## src/hdl/dfpmdm_pkg.sv

```systemverilog
`timescale 1ns / 1ps
`default_nettype none
// Shared types, codes and constants for the decimal fixed point mul/div/mod core.
// No dependencies; used by every module of the block.
package dfpmdm_pkg;

    // scaling
    localparam int unsigned FRACTION_DIGITS_DEF = 6;

    // op codes
    localparam logic [1:0] OP_LOAD = 2'd0;
    localparam logic [1:0] OP_MUL  = 2'd1;
    localparam logic [1:0] OP_DIV  = 2'd2;
    localparam logic [1:0] OP_REM  = 2'd3;

    // status codes
    localparam logic [1:0] ST_OK       = 2'd0;
    localparam logic [1:0] ST_DIV_ZERO = 2'd1;
    localparam logic [1:0] ST_OVERFLOW = 2'd2;

    // input item
    typedef struct packed {
        logic [1:0]         op;
        logic signed [63:0] operand;
    } in_item_t;

    // result item
    typedef struct packed {
        logic signed [63:0] value;
        logic [1:0]         status;
    } out_item_t;

    // handshake between sequencer and a serial unit
    typedef struct packed {
        logic start;
    } serial_ctl_t;

    typedef struct packed {
        logic busy;
        logic done;
    } serial_sts_t;

    // ten to the n, worked out at elaboration
    function automatic logic [63:0] pow10(input int unsigned n);
        logic [63:0] p;
        p = 64'd1;
        for (int unsigned i = 0; i < n; i++)
            p = p * 64'd10;
        return p;
    endfunction

endpackage
`default_nettype wire

```

## src/hdl/dfpmdm_mul.sv

```systemverilog
`timescale 1ns / 1ps
`default_nettype none
// Bit-serial shift-add multiplier, 64 x 64 -> 128 bits, one multiplier bit per cycle.
// Depends on dfpmdm_pkg for the control structs.
module dfpmdm_mul
    import dfpmdm_pkg::*;
(
    input  wire logic         clk,
    input  wire logic         rst_n,
    input  wire serial_ctl_t  ctl,
    input  wire logic [63:0]  multiplicand,
    input  wire logic [63:0]  multiplier,
    output serial_sts_t       sts,
    output logic [127:0]      product
);

    localparam logic [5:0] LAST_STEP = 6'd63;

    logic        busy_reg, busy_next;
    logic        done_reg, done_next;
    logic [5:0]  cnt_reg, cnt_next;
    logic [63:0] hi_reg, hi_next;
    logic [63:0] lo_reg, lo_next;
    logic [63:0] mcand_reg, mcand_next;
    logic [64:0] sum;

    // one partial product per cycle, low product bits shift into the multiplier register
    always_comb
    begin
        sum        = {1'b0, hi_reg} + (lo_reg[0] ? {1'b0, mcand_reg} : 65'd0);
        busy_next  = busy_reg;
        done_next  = 1'b0;
        cnt_next   = cnt_reg;
        hi_next    = hi_reg;
        lo_next    = lo_reg;
        mcand_next = mcand_reg;
        if (ctl.start)
        begin
            busy_next  = 1'b1;
            cnt_next   = '0;
            hi_next    = '0;
            lo_next    = multiplier;
            mcand_next = multiplicand;
        end
        else if (busy_reg)
        begin
            hi_next  = sum[64:1];
            lo_next  = {sum[0], lo_reg[63:1]};
            cnt_next = cnt_reg + 6'd1;
            if (cnt_reg == LAST_STEP)
            begin
                busy_next = 1'b0;
                done_next = 1'b1;
            end
        end
    end

    // control
    always_ff @(posedge clk or negedge rst_n)
    begin
        if (!rst_n)
        begin
            busy_reg <= 1'b0;
            done_reg <= 1'b0;
            cnt_reg  <= '0;
        end
        else
        begin
            busy_reg <= busy_next;
            done_reg <= done_next;
            cnt_reg  <= cnt_next;
        end
    end

    // datapath
    always_ff @(posedge clk)
    begin
        hi_reg    <= hi_next;
        lo_reg    <= lo_next;
        mcand_reg <= mcand_next;
    end

    assign sts.busy = busy_reg;
    assign sts.done = done_reg;
    assign product  = {hi_reg, lo_reg};

endmodule
`default_nettype wire

```

## src/hdl/dfpmdm_div.sv

```systemverilog
`timescale 1ns / 1ps
`default_nettype none
// Radix-2 restoring divider, 128-bit dividend by 64-bit divisor, one quotient bit per cycle.
// Depends on dfpmdm_pkg for the control structs.
module dfpmdm_div
    import dfpmdm_pkg::*;
(
    input  wire logic          clk,
    input  wire logic          rst_n,
    input  wire serial_ctl_t   ctl,
    input  wire logic [127:0]  dividend,
    input  wire logic [63:0]   divisor,
    output serial_sts_t        sts,
    output logic [127:0]       quotient,
    output logic [63:0]        remainder
);

    localparam logic [6:0] LAST_STEP = 7'd127;

    logic         busy_reg, busy_next;
    logic         done_reg, done_next;
    logic [6:0]   cnt_reg, cnt_next;
    logic [127:0] num_reg, num_next;
    logic [63:0]  rem_reg, rem_next;
    logic [63:0]  dsr_reg, dsr_next;
    logic [64:0]  shifted;
    logic [65:0]  diff;
    logic         ge;

    // shift in one dividend bit, trial subtract, quotient bit enters at the bottom
    always_comb
    begin
        shifted  = {rem_reg, num_reg[127]};
        diff     = {1'b0, shifted} - {2'b00, dsr_reg};
        ge       = ~diff[65];
        busy_next = busy_reg;
        done_next = 1'b0;
        cnt_next  = cnt_reg;
        num_next  = num_reg;
        rem_next  = rem_reg;
        dsr_next  = dsr_reg;
        if (ctl.start)
        begin
            busy_next = 1'b1;
            cnt_next  = '0;
            num_next  = dividend;
            rem_next  = '0;
            dsr_next  = divisor;
        end
        else if (busy_reg)
        begin
            rem_next = ge ? diff[63:0] : shifted[63:0];
            num_next = {num_reg[126:0], ge};
            cnt_next = cnt_reg + 7'd1;
            if (cnt_reg == LAST_STEP)
            begin
                busy_next = 1'b0;
                done_next = 1'b1;
            end
        end
    end

    // control
    always_ff @(posedge clk or negedge rst_n)
    begin
        if (!rst_n)
        begin
            busy_reg <= 1'b0;
            done_reg <= 1'b0;
            cnt_reg  <= '0;
        end
        else
        begin
            busy_reg <= busy_next;
            done_reg <= done_next;
            cnt_reg  <= cnt_next;
        end
    end

    // datapath
    always_ff @(posedge clk)
    begin
        num_reg <= num_next;
        rem_reg <= rem_next;
        dsr_reg <= dsr_next;
    end

    assign sts.busy  = busy_reg;
    assign sts.done  = done_reg;
    assign quotient  = num_reg;
    assign remainder = rem_reg;

endmodule
`default_nettype wire

```

## src/hdl/decimal_fixed_point_mul_div_mod_core.sv

```systemverilog
`timescale 1ns / 1ps
`default_nettype none
// Signed decimal fixed point accumulator (values scaled by ten to FRACTION_DIGITS) with
// load, multiply, divide and truncated remainder. One item is worked at a time. Load and
// any divide or remainder by zero go through the result registers and S_OUT to the
// output register. Remainder runs 128 steps of the serial divider, then its done pulse
// and S_OUT. Multiply and divide run 64 steps of the bit-serial multiplier (magnitude
// times operand, or times ten to FRACTION_DIGITS for divide), whose done pulse starts
// 128 steps of the divider, then its done pulse, S_ROUND, S_SIGN and S_OUT. The next
// item can be taken in the same cycle the result is shown. The result is held in an
// output register, so a finished item may wait there while the next one is taken.
// Depends on dfpmdm_pkg, dfpmdm_mul and dfpmdm_div.
module decimal_fixed_point_mul_div_mod_core
    import dfpmdm_pkg::*;
#(
    parameter int unsigned FRACTION_DIGITS = FRACTION_DIGITS_DEF
)
(
    input  wire logic      clk,
    input  wire logic      rst_n,
    input  wire logic      in_valid,
    output logic           in_ready,
    input  wire in_item_t  in_item,
    output logic           out_valid,
    input  wire logic      out_ready,
    output out_item_t      out_item
);

    localparam logic [63:0] SCALE = pow10(FRACTION_DIGITS);

    // sequencer states
    localparam logic [2:0] S_IDLE  = 3'd0;
    localparam logic [2:0] S_MUL   = 3'd1;
    localparam logic [2:0] S_DIV   = 3'd2;
    localparam logic [2:0] S_ROUND = 3'd3;
    localparam logic [2:0] S_SIGN  = 3'd4;
    localparam logic [2:0] S_OUT   = 3'd5;

    logic [2:0]   state_reg, state_next;
    logic         out_valid_reg, out_valid_next;
    logic [63:0]  acc_reg, acc_next;
    out_item_t    out_reg, out_next;
    logic [1:0]   op_reg, op_next;
    logic         neg_reg, neg_next;
    logic         a_neg_reg, a_neg_next;
    logic [63:0]  dsr_reg, dsr_next;
    logic [127:0] q_reg, q_next;
    logic         rnd_reg, rnd_next;
    logic [63:0]  res_value_reg, res_value_next;
    logic [1:0]   res_status_reg, res_status_next;

    logic         accept;
    logic         out_free;
    logic [63:0]  ma, mb;
    logic         over;

    serial_ctl_t  mul_ctl, div_ctl;
    serial_sts_t  mul_sts, div_sts;
    logic [63:0]  mul_b;
    logic [127:0] product;
    logic [127:0] div_dividend;
    logic [63:0]  div_divisor;
    logic [127:0] quotient;
    logic [63:0]  remainder;

    assign accept   = in_valid && in_ready;
    assign out_free = !out_valid_reg || out_ready;

    // magnitudes of accumulator and operand
    assign ma = acc_reg[63] ? (64'd0 - acc_reg) : acc_reg;
    assign mb = in_item.operand[63] ? (64'd0 - in_item.operand) : in_item.operand;

    // serial unit hookup
    assign mul_ctl.start = accept && ((in_item.op == OP_MUL) || (in_item.op == OP_DIV && mb != 64'd0));
    assign mul_b         = (in_item.op == OP_MUL) ? mb : SCALE;
    assign div_ctl.start = (state_reg == S_MUL && mul_sts.done)
                        || (accept && in_item.op == OP_REM && mb != 64'd0);
    assign div_dividend  = (state_reg == S_IDLE) ? {64'd0, ma} : product;
    assign div_divisor   = (state_reg == S_IDLE) ? mb : dsr_reg;

    dfpmdm_mul u_mul (
        .clk          (clk),
        .rst_n        (rst_n),
        .ctl          (mul_ctl),
        .multiplicand (ma),
        .multiplier   (mul_b),
        .sts          (mul_sts),
        .product      (product)
    );

    dfpmdm_div u_div (
        .clk       (clk),
        .rst_n     (rst_n),
        .ctl       (div_ctl),
        .dividend  (div_dividend),
        .divisor   (div_divisor),
        .sts       (div_sts),
        .quotient  (quotient),
        .remainder (remainder)
    );

    // overflow of the rounded magnitude against the signed range
    assign over = (q_reg[127:64] != 64'd0)
               || (neg_reg ? (q_reg[63] && (q_reg[62:0] != 63'd0)) : q_reg[63]);

    // sequencer
    always_comb
    begin
        state_next      = state_reg;
        out_valid_next  = out_valid_reg;
        acc_next        = acc_reg;
        out_next        = out_reg;
        op_next         = op_reg;
        neg_next        = neg_reg;
        a_neg_next      = a_neg_reg;
        dsr_next        = dsr_reg;
        q_next          = q_reg;
        rnd_next        = rnd_reg;
        res_value_next  = res_value_reg;
        res_status_next = res_status_reg;

        if (out_valid_reg && out_ready)
            out_valid_next = 1'b0;

        case (state_reg)
            S_IDLE:
            begin
                if (accept)
                begin
                    op_next    = in_item.op;
                    neg_next   = acc_reg[63] ^ in_item.operand[63];
                    a_neg_next = acc_reg[63];
                    dsr_next   = (in_item.op == OP_MUL) ? SCALE : mb;
                    case (in_item.op)
                        OP_LOAD:
                        begin
                            res_value_next  = in_item.operand;
                            res_status_next = ST_OK;
                            state_next      = S_OUT;
                        end
                        OP_MUL:
                            state_next = S_MUL;
                        default:
                        begin
                            if (mb == 64'd0)
                            begin
                                res_value_next  = acc_reg;
                                res_status_next = ST_DIV_ZERO;
                                state_next      = S_OUT;
                            end
                            else if (in_item.op == OP_DIV)
                                state_next = S_MUL;
                            else
                                state_next = S_DIV;
                        end
                    endcase
                end
            end
            S_MUL:
            begin
                if (mul_sts.done)
                    state_next = S_DIV;
            end
            S_DIV:
            begin
                if (div_sts.done)
                begin
                    if (op_reg == OP_REM)
                    begin
                        res_value_next  = a_neg_reg ? (64'd0 - remainder) : remainder;
                        res_status_next = ST_OK;
                        state_next      = S_OUT;
                    end
                    else
                    begin
                        // remainder is at least half the divisor
                        q_next     = quotient;
                        rnd_next   = {remainder, 1'b0} >= {1'b0, dsr_reg};
                        state_next = S_ROUND;
                    end
                end
            end
            S_ROUND:
            begin
                q_next     = q_reg + {127'd0, rnd_reg};
                state_next = S_SIGN;
            end
            S_SIGN:
            begin
                res_value_next  = neg_reg ? (64'd0 - q_reg[63:0]) : q_reg[63:0];
                res_status_next = over ? ST_OVERFLOW : ST_OK;
                state_next      = S_OUT;
            end
            S_OUT:
            begin
                if (out_free)
                begin
                    out_next.value  = res_value_reg;
                    out_next.status = res_status_reg;
                    out_valid_next  = 1'b1;
                    acc_next        = res_value_reg;
                    state_next      = S_IDLE;
                end
            end
            default:
                state_next = S_IDLE;
        endcase
    end

    // control and accumulator
    always_ff @(posedge clk or negedge rst_n)
    begin
        if (!rst_n)
        begin
            state_reg     <= S_IDLE;
            out_valid_reg <= 1'b0;
            acc_reg       <= '0;
        end
        else
        begin
            state_reg     <= state_next;
            out_valid_reg <= out_valid_next;
            acc_reg       <= acc_next;
        end
    end

    // working registers
    always_ff @(posedge clk)
    begin
        out_reg        <= out_next;
        op_reg         <= op_next;
        neg_reg        <= neg_next;
        a_neg_reg      <= a_neg_next;
        dsr_reg        <= dsr_next;
        q_reg          <= q_next;
        rnd_reg        <= rnd_next;
        res_value_reg  <= res_value_next;
        res_status_reg <= res_status_next;
    end

    assign in_ready  = (state_reg == S_IDLE);
    assign out_valid = out_valid_reg;
    assign out_item  = out_reg;

    // one item in flight at a time
    a_single_item: assert property (@(posedge clk) disable iff (!rst_n)
        accept |=> !in_ready)
        else $error("item taken while another is in flight");

    // multiplier finishes only while the sequencer waits for it
    a_mul_done: assert property (@(posedge clk) disable iff (!rst_n)
        mul_sts.done |-> (state_reg == S_MUL))
        else $error("multiplier done outside multiply phase");

    // divider finishes only while the sequencer waits for it
    a_div_done: assert property (@(posedge clk) disable iff (!rst_n)
        div_sts.done |-> (state_reg == S_DIV))
        else $error("divider done outside divide phase");

    // serial units are idle whenever a new item can be taken
    a_units_idle: assert property (@(posedge clk) disable iff (!rst_n)
        in_ready |-> (!mul_sts.busy && !div_sts.busy))
        else $error("serial unit busy while waiting for an item");

    // a shown result is the current accumulator
    a_acc_match: assert property (@(posedge clk) disable iff (!rst_n)
        out_valid_reg |-> (out_reg.value == acc_reg))
        else $error("result value differs from accumulator");

    // only defined status codes leave the block
    a_status_code: assert property (@(posedge clk) disable iff (!rst_n)
        out_valid_reg |-> (out_reg.status == ST_OK || out_reg.status == ST_DIV_ZERO
                           || out_reg.status == ST_OVERFLOW))
        else $error("undefined status code");

endmodule
`default_nettype wire

```

## config.mk

```make
export PLATFORM = sky130hd
export DESIGN_NAME = decimal_fixed_point_mul_div_mod_core
export DESIGN_NICKNAME = d
export VERILOG_FILES = /design/src/hdl/dfpmdm_pkg.sv /design/src/hdl/dfpmdm_mul.sv /design/src/hdl/dfpmdm_div.sv /design/src/hdl/decimal_fixed_point_mul_div_mod_core.sv
export SDC_FILE = /design/constraint.sdc
export NUM_CORES = 2
export LEC_CHECK = 0
export BUFFER_PORTS_ARGS = -buffer_cell sky130_fd_sc_hd__buf_2
export CAP_MARGIN = 20
export CORE_UTILIZATION = 30
export CTS_BUF_LIST = sky130_fd_sc_hd__clkbuf_8
export DETAILED_ROUTE_END_ITERATION = 16
export PLACE_DENSITY = 0.42
export SETUP_SLACK_MARGIN = 0.15
export SYNTH_ARGS = -nofsm -noshare
export SYNTH_HDL_FRONTEND = slang
export SYNTH_SLANG_ARGS = --single-unit
export TNS_END_PERCENT = 10
```

## constraint.sdc

```tcl
create_clock -name clk -period 11.61 [get_ports clk]
set_clock_uncertainty 0.15 [all_clocks]
set_input_delay 1.161 -clock clk [delete_from_list [all_inputs] [get_ports clk]]
set_output_delay 1.161 -clock clk [all_outputs]
set_load 0.05 [all_outputs]
```

Word-level counts from Yosys, hierarchy flattened

Index checks and enable logic that the tools add are counted.

Input bits: 70
Memories: 0
Word-level logic and storage cells: 144
Output and inout bits: 68
Memory bits (read-only): 0
Flip-flop bits (word level): 862
Bits in writable memories: 0
Latch bits: 0

Shift-type cells: 0
Multiplexer cells: 58
Add/sub/neg operators: 9
Eq/ne operators: 19
Divide/modulo/power cells: 0
Bitwise gates (word level): 3
$lt $le $gt $ge: 1
Reductions and logical operators: 29
Multipliers: 0

Operators with widths:

| kind                                                                 | count |
|---|---|
| 64-bit 2-to-1 mux                                                    | 14 |
| 128-bit 2-to-1 mux                                                   | 5 |
| 128-bit one-hot mux with 2 select lines                              | 1 |
| 1-bit by 64-bit subtractor with 64-bit output (first input constant) | 4 |
| 64-bit one-hot mux with 3 select lines                               | 1 |
| 128-bit by 1-bit adder with 128-bit output                           | 1 |
| 64-bit one-hot mux with 2 select lines                               | 1 |
| 64-bit nonzero test                                                  | 2 |
| 65-bit by 64-bit subtractor with 66-bit output                       | 1 |
| 64-bit by 65-bit adder with 65-bit output                            | 1 |
| 65-bit by 64-bit greater-or-equal comparator with 1-bit output       | 1 |
| 64-bit zero test                                                     | 1 |
| 63-bit nonzero test                                                  | 1 |
| 3-bit 2-to-1 mux                                                     | 6 |
| 3-bit one-hot mux with 6 select lines                                | 1 |
| 1-bit 2-to-1 mux                                                     | 16 |
| 7-bit 2-to-1 mux                                                     | 2 |
| 2-bit 2-to-1 mux                                                     | 6 |
| 6-bit 2-to-1 mux                                                     | 2 |
| 1-bit logical AND                                                    | 8 |
| 2-bit inequality test (second input constant)                        | 4 |
| 7-bit by 1-bit adder with 7-bit output (second input constant)       | 1 |
| 7-bit equality test (second input constant)                          | 1 |
| 6-bit by 1-bit adder with 6-bit output (second input constant)       | 1 |
| 23 further kinds                                                     | 37 |

Depth between registers and ports, before layout

Word-level depth: 7
Depth in mapped cells: 17
Mapped depth without buffers: 15

By module

From an unflattened synthesis, not the netlist that was laid out.

Cells, all modules: 5,723
Area, all modules: 54,471.0 um2

By module, submodules not included:

| module                               | cells an instance | times used | area each (um2) | sequential area each (um2) |
|---|---|---|---|---|
| decimal_fixed_point_mul_div_mod_core | 3,272             | 1          | 28,382.2        | 11,581.1 |
| dfpmdm_div                           | 1,366             | 1          | 14,667.8        | 7,272.0 |
| dfpmdm_mul                           | 1,085             | 1          | 11,421.0        | 5,325.1 |

Least setup slack after synthesis

OpenSTA, ideal clock, no wires.

Kind: flip-flop to flip-flop
Start point: register state_reg[1]
End point: register q_reg[0] (enable)
Data required time: 10.668 ns
Setup time: 0.792 ns
Path buffers: 2
Cell stages (with the launch flop): 6
Setup slack: 0.560 ns
Clock period less this slack: 11.050 ns
Arrival: 10.108 ns
Cell sequence: dfrtp_1 clkbuf_1 nand2b_1 or2_2 clkbuf_1 o21ai_0

Word-level cells in the longest chain between the ends: 3
Elaborated cells between the ends (all ways): 6
Those cells by class: eq/ne: 4; reduce/logical: 2

Ends and longest elaborated chain:

| what                                                    | line                                        | text |
|---|---|---|
| start: declaration                                      | decimal_fixed_point_mul_div_mod_core.sv:39  | `logic [2:0] state_reg, state_next;` |
| start signal: assignment                                | decimal_fixed_point_mul_div_mod_core.sv:221 | `state_reg <= state_next;` |
| 3-bit by 2-bit equality test with 1-bit output          | decimal_fixed_point_mul_div_mod_core.sv:125 | `case (state_reg)` |
| 2-bit inequality test (no line) (tied with other cells) | --                                          |  |
| 3-bit AND reduction (no line) (*)                       | --                                          |  |
| end signal: assignment                                  | decimal_fixed_point_mul_div_mod_core.sv:235 | `q_reg <= q_next;` |
| end: declaration                                        | decimal_fixed_point_mul_div_mod_core.sv:47  | `logic [127:0] q_reg, q_next;` |

Every way passes the cells marked *; elsewhere a longest branch is shown, timed or not.
A chain may end at the register's enable or synchronous reset.

Worst setup path in the final report

Start point: input in_item[0] (netlist name)
End point: register u_div.num_reg[53], in the netlist u_div.quotient[53] (enable)

Word-level cells in the longest chain between the ends: 6

Ends and longest elaborated chain:

| what                                          | line                                       | text |
|---|---|---|
| start: declaration                            | decimal_fixed_point_mul_div_mod_core.sv:23 | `input wire in_item_t in_item,` |
| 1-bit by 64-bit subtractor with 64-bit output | decimal_fixed_point_mul_div_mod_core.sv:71 | `assign mb = in_item.operand[63] ? (64'd0 - in_item.operand) : in_item.operand;` |
| 64-bit 2-to-1 mux (*)                         | decimal_fixed_point_mul_div_mod_core.sv:71 |  |
| 64-bit nonzero test (*)                       | decimal_fixed_point_mul_div_mod_core.sv:77 | `\|\| (accept && in_item.op == OP_REM && mb != 64'd0);` |
| 1-bit logical AND (*)                         | decimal_fixed_point_mul_div_mod_core.sv:77 |  |
| 1-bit logical OR (*)                          | decimal_fixed_point_mul_div_mod_core.sv:77 |  |
| 2-bit nonzero test (no line) (*)              | --                                         |  |
| end signal: assignment                        | dfpmdm_div.sv:83                           | `num_reg <= num_next;` |
| end: declaration                              | dfpmdm_div.sv:23                           | `logic [127:0] num_reg, num_next;` |

Marked as above.

==> flow_metrics.env <==
export IMPL_vias=42500
export IMPL_grt_pass1_wl_um=282000
export IMPL_crit_path_max_incr_delay_ps=1060
export IMPL_vias_per_cell=5.18
export IMPL_p_per_area_nw_per_um2=279
export IMPL_synthCells=5709
export IMPL_initial_core_util=0.303
export IMPL_r2r_start="state_reg[0]"
export IMPL_crit_buf_inv=6
export IMPL_worstMarginPinSlew_ps=1210
export IMPL_syn_area_per_cell_um2=9.28
export IMPL_placementRows=153
export IMPL_status="finished clean"
export IMPL_antenna_found_initial=30
export IMPL_die_area_um2=178000
export IMPL_final_setup_worst_slack_ps=4190
export IMPL_yosysWarnings=0
export IMPL_place_worst_setup_slack_ps=3410
export IMPL_hold_viol_final=0
export IMPL_h_tree_depth=4
export IMPL_slowest_stage="a221oi_1"
export IMPL_cp_arrival_ps=7740
export IMPL_nNetsFinal=5991
export IMPL_hold_depth=0
export IMPL_core_area_um2=175000
export IMPL_root_buffer="clkbuf_8"
export IMPL_met1_usage=0.297
export IMPL_async_flop_share=0.0986
export IMPL_final_area_um2=59100
export IMPL_cpMostUsedCell="buf_4"
export IMPL_min_period_over_period=0.639
export IMPL_firstDrtPassIters=6
export IMPL_synth_flop_cell="edfxtp_1"
export IMPL_slew_violations=0
export IMPL_dp_hpwl_um=144000
export IMPL_startpoint="in_item[0]"
export IMPL_cts_tree="done"
export IMPL_cap_violations=0
export IMPL_overflow=0
export IMPL_clkSlewWorstSetupHoldPaths_ps=60
export IMPL_syn_area_um2=53000
export IMPL_synth_area_top_cells="edfxtp_1 (37%), o21ai_0 (6.0%), nand2_1 (5.9%)"
export IMPL_ys_ff_latch=862
export IMPL_ioPinCount=138
export IMPL_setup_tns_ps=0
export IMPL_timing_rr_end="u_div.quotient[53]"
export IMPL_r2r_setup_slack_ps=5620
export IMPL_hold_class="reg -> reg"
export IMPL_yosysTopAreaCell="edfxtp_1"
export IMPL_clkSinkCount=862
export IMPL_period_needed_ps=7420
export IMPL_cts_buffer_depth=3
export IMPL_grt_pass1_vias=41800
export IMPL_yosys_area_top_type_share=0.368
export IMPL_drive_gt1_frac=0.0951
export IMPL_track_usage=0.210
export IMPL_gp_congestion=0.902
export IMPL_setup_violations=0
export IMPL_timing_critical_path_to="u_div.quotient[53]"
export IMPL_die_height_um=422
export IMPL_use_met2=0.329
export IMPL_grt_use_met3=0.0300
export IMPL_crit_chain="buf_2, inv_1, ha_1, or4b_2, nor3_1, buf_4, nand4_1, a221oi_1, and2_1, nand4_1, nor4_1, nand3_1, a31oi_4, buf_4, nand2_4, buf_4, buf_4"
export IMPL_r2r_cells=9
export IMPL_synth_nets=5980
export IMPL_synth_edf_count=649
export IMPL_clock_latency_ps=900
export IMPL_cp_depth=17
export IMPL_syn_to_final_growth_pct=11.7
export IMPL_rsz0062_at_grt="no"
export IMPL_finalNonFillerCells=8200
export IMPL_grt_max_degree=104
export IMPL_leakage_uw=0.0233
export IMPL_drt_iter0_drc=3137
export IMPL_worstSetupPathType="in -> reg"
export IMPL_cp_start_kind="input pin"
export IMPL_final_cell_mix="nand2_1 (826), edfxtp_1 (649), o21ai_0 (631)"
export IMPL_wl_um=192000
export IMPL_yosysSeqAreaShare=0.456
export IMPL_cts_buffers=169
export IMPL_placed_cells=7873
export IMPL_port_buffers=137
export IMPL_fmaxAchievable_mhz=135
export IMPL_busiest_layer="met2"
export IMPL_yosysUniqueCellTypes=86
export IMPL_cp_max_fo=68
export IMPL_routedWlPerCell_um=23.4
export IMPL_ant_nets=0
export IMPL_end_kind="flop"
export IMPL_maxSlewHeadroom=0.190
export IMPL_cp_top_family="simple AND/OR/NAND/NOR gates"
export IMPL_critPathRequiredTime_ps=11930
export IMPL_ctsResizeCount=0
export IMPL_die_w_um=422
export IMPL_ir_drop_uv=129
export IMPL_place_area_um2=55800
export IMPL_drc=0
export IMPL_final_common_cell="nand2_1"
==> metal layers <==
layer / vias up / wire length (µm) / share of wire
met5: - / 108 / 0.00056
met4: 18 / 5470 / 0.029
met3: 282 / 7560 / 0.039
met2: 928 / 85800 / 0.45
met1: 20600 / 92700 / 0.48
li1: 20700 / - / -
==> synthesized netlist by cell type, drive strengths merged, types with 108 or more instances <==
cell / number
nand4: 113
inv: 200
nor2: 374
mux2i: 134
a21oi: 360
dfxtp: 128
edfxtp: 649
ha: 199
xor2: 252
clkbuf: 324
a21o: 113
nand3: 108
o21ai: 634
nand2: 829
xnor2: 231
==> worst min-delay path by stage <==
stage | to | start | slack [ps]
floorplan | out_item[0] | res_status_reg[0] | 250
global placement | out_item[0] | res_status_reg[0] | 260
detailed placement | out_item[0] | res_status_reg[0] | 250
CTS | out_item[0] | res_status_reg[0] | 280
global route | out_item[0] | res_status_reg[0] | 280
finish | out_item[0] | res_status_reg[0] | 270
==> timing repair <==
item                       in CTS  in global routing
setup endpoints to repair       0                  0
hold buffers                    1                  0
hold endpoints to repair       14                  0
buffers inserted                0                  0
==> where the power goes <==
group          total, µW  internal [µW]  leakage, µW  switching [µW]
Combinational       7350           2730       0.0130            4610
Clock               3050           1620      0.00193            1430
Sequential          6100           4870      0.00836            1230
==> worst register-to-register path, stage by stage (launching register included) <==
cell     delay, ps
dfrtp_1        540
or3_4          680
inv_4          670
nand2_1        400
inv_2          700
a31oi_4        210
buf_4          380
nand2_4        180
buf_4          650
buf_4          890
==> final cells by class <==
type	instances	area [µm²]
flip-flops and latches	862	24200
multi-input cells	4282	26800
clock buffers	187	2570
inverters	201	761
diodes	10	25.0
fillers	18300	115000
clock inverters	129	738
well taps	2325	2910
repair buffers	204	1190
==> cells by family (layout without fill, tap and decap cells) <==
family,count (synthesis),after routing,synth area share
adder cells (fa/ha/maj),201,201,0.0478
buffers and inverters,565,721,0.0410
other,0,10,0
flip-flops,862,862,0.456
XOR/XNOR,483,483,0.0799
multiplexers,206,206,0.0406
AO/OA/AOI/OAI,1468,1468,0.165
AND/OR/NAND/NOR,1924,1924,0.170
==> stage by stage <==
step / hold WS [ps] / utilization / total power (µW)
floorplan: 250 / - / 10900
detailed placement: 255 / 0.320 / 13500
finish: 271 / 0.339 / 16500
global placement: 259 / 0.320 / 13400
CTS: 279 / 0.339 / 16600
global route: 282 / 0.339 / 17700
Note: power is estimated with default switching activity, not from simulation.
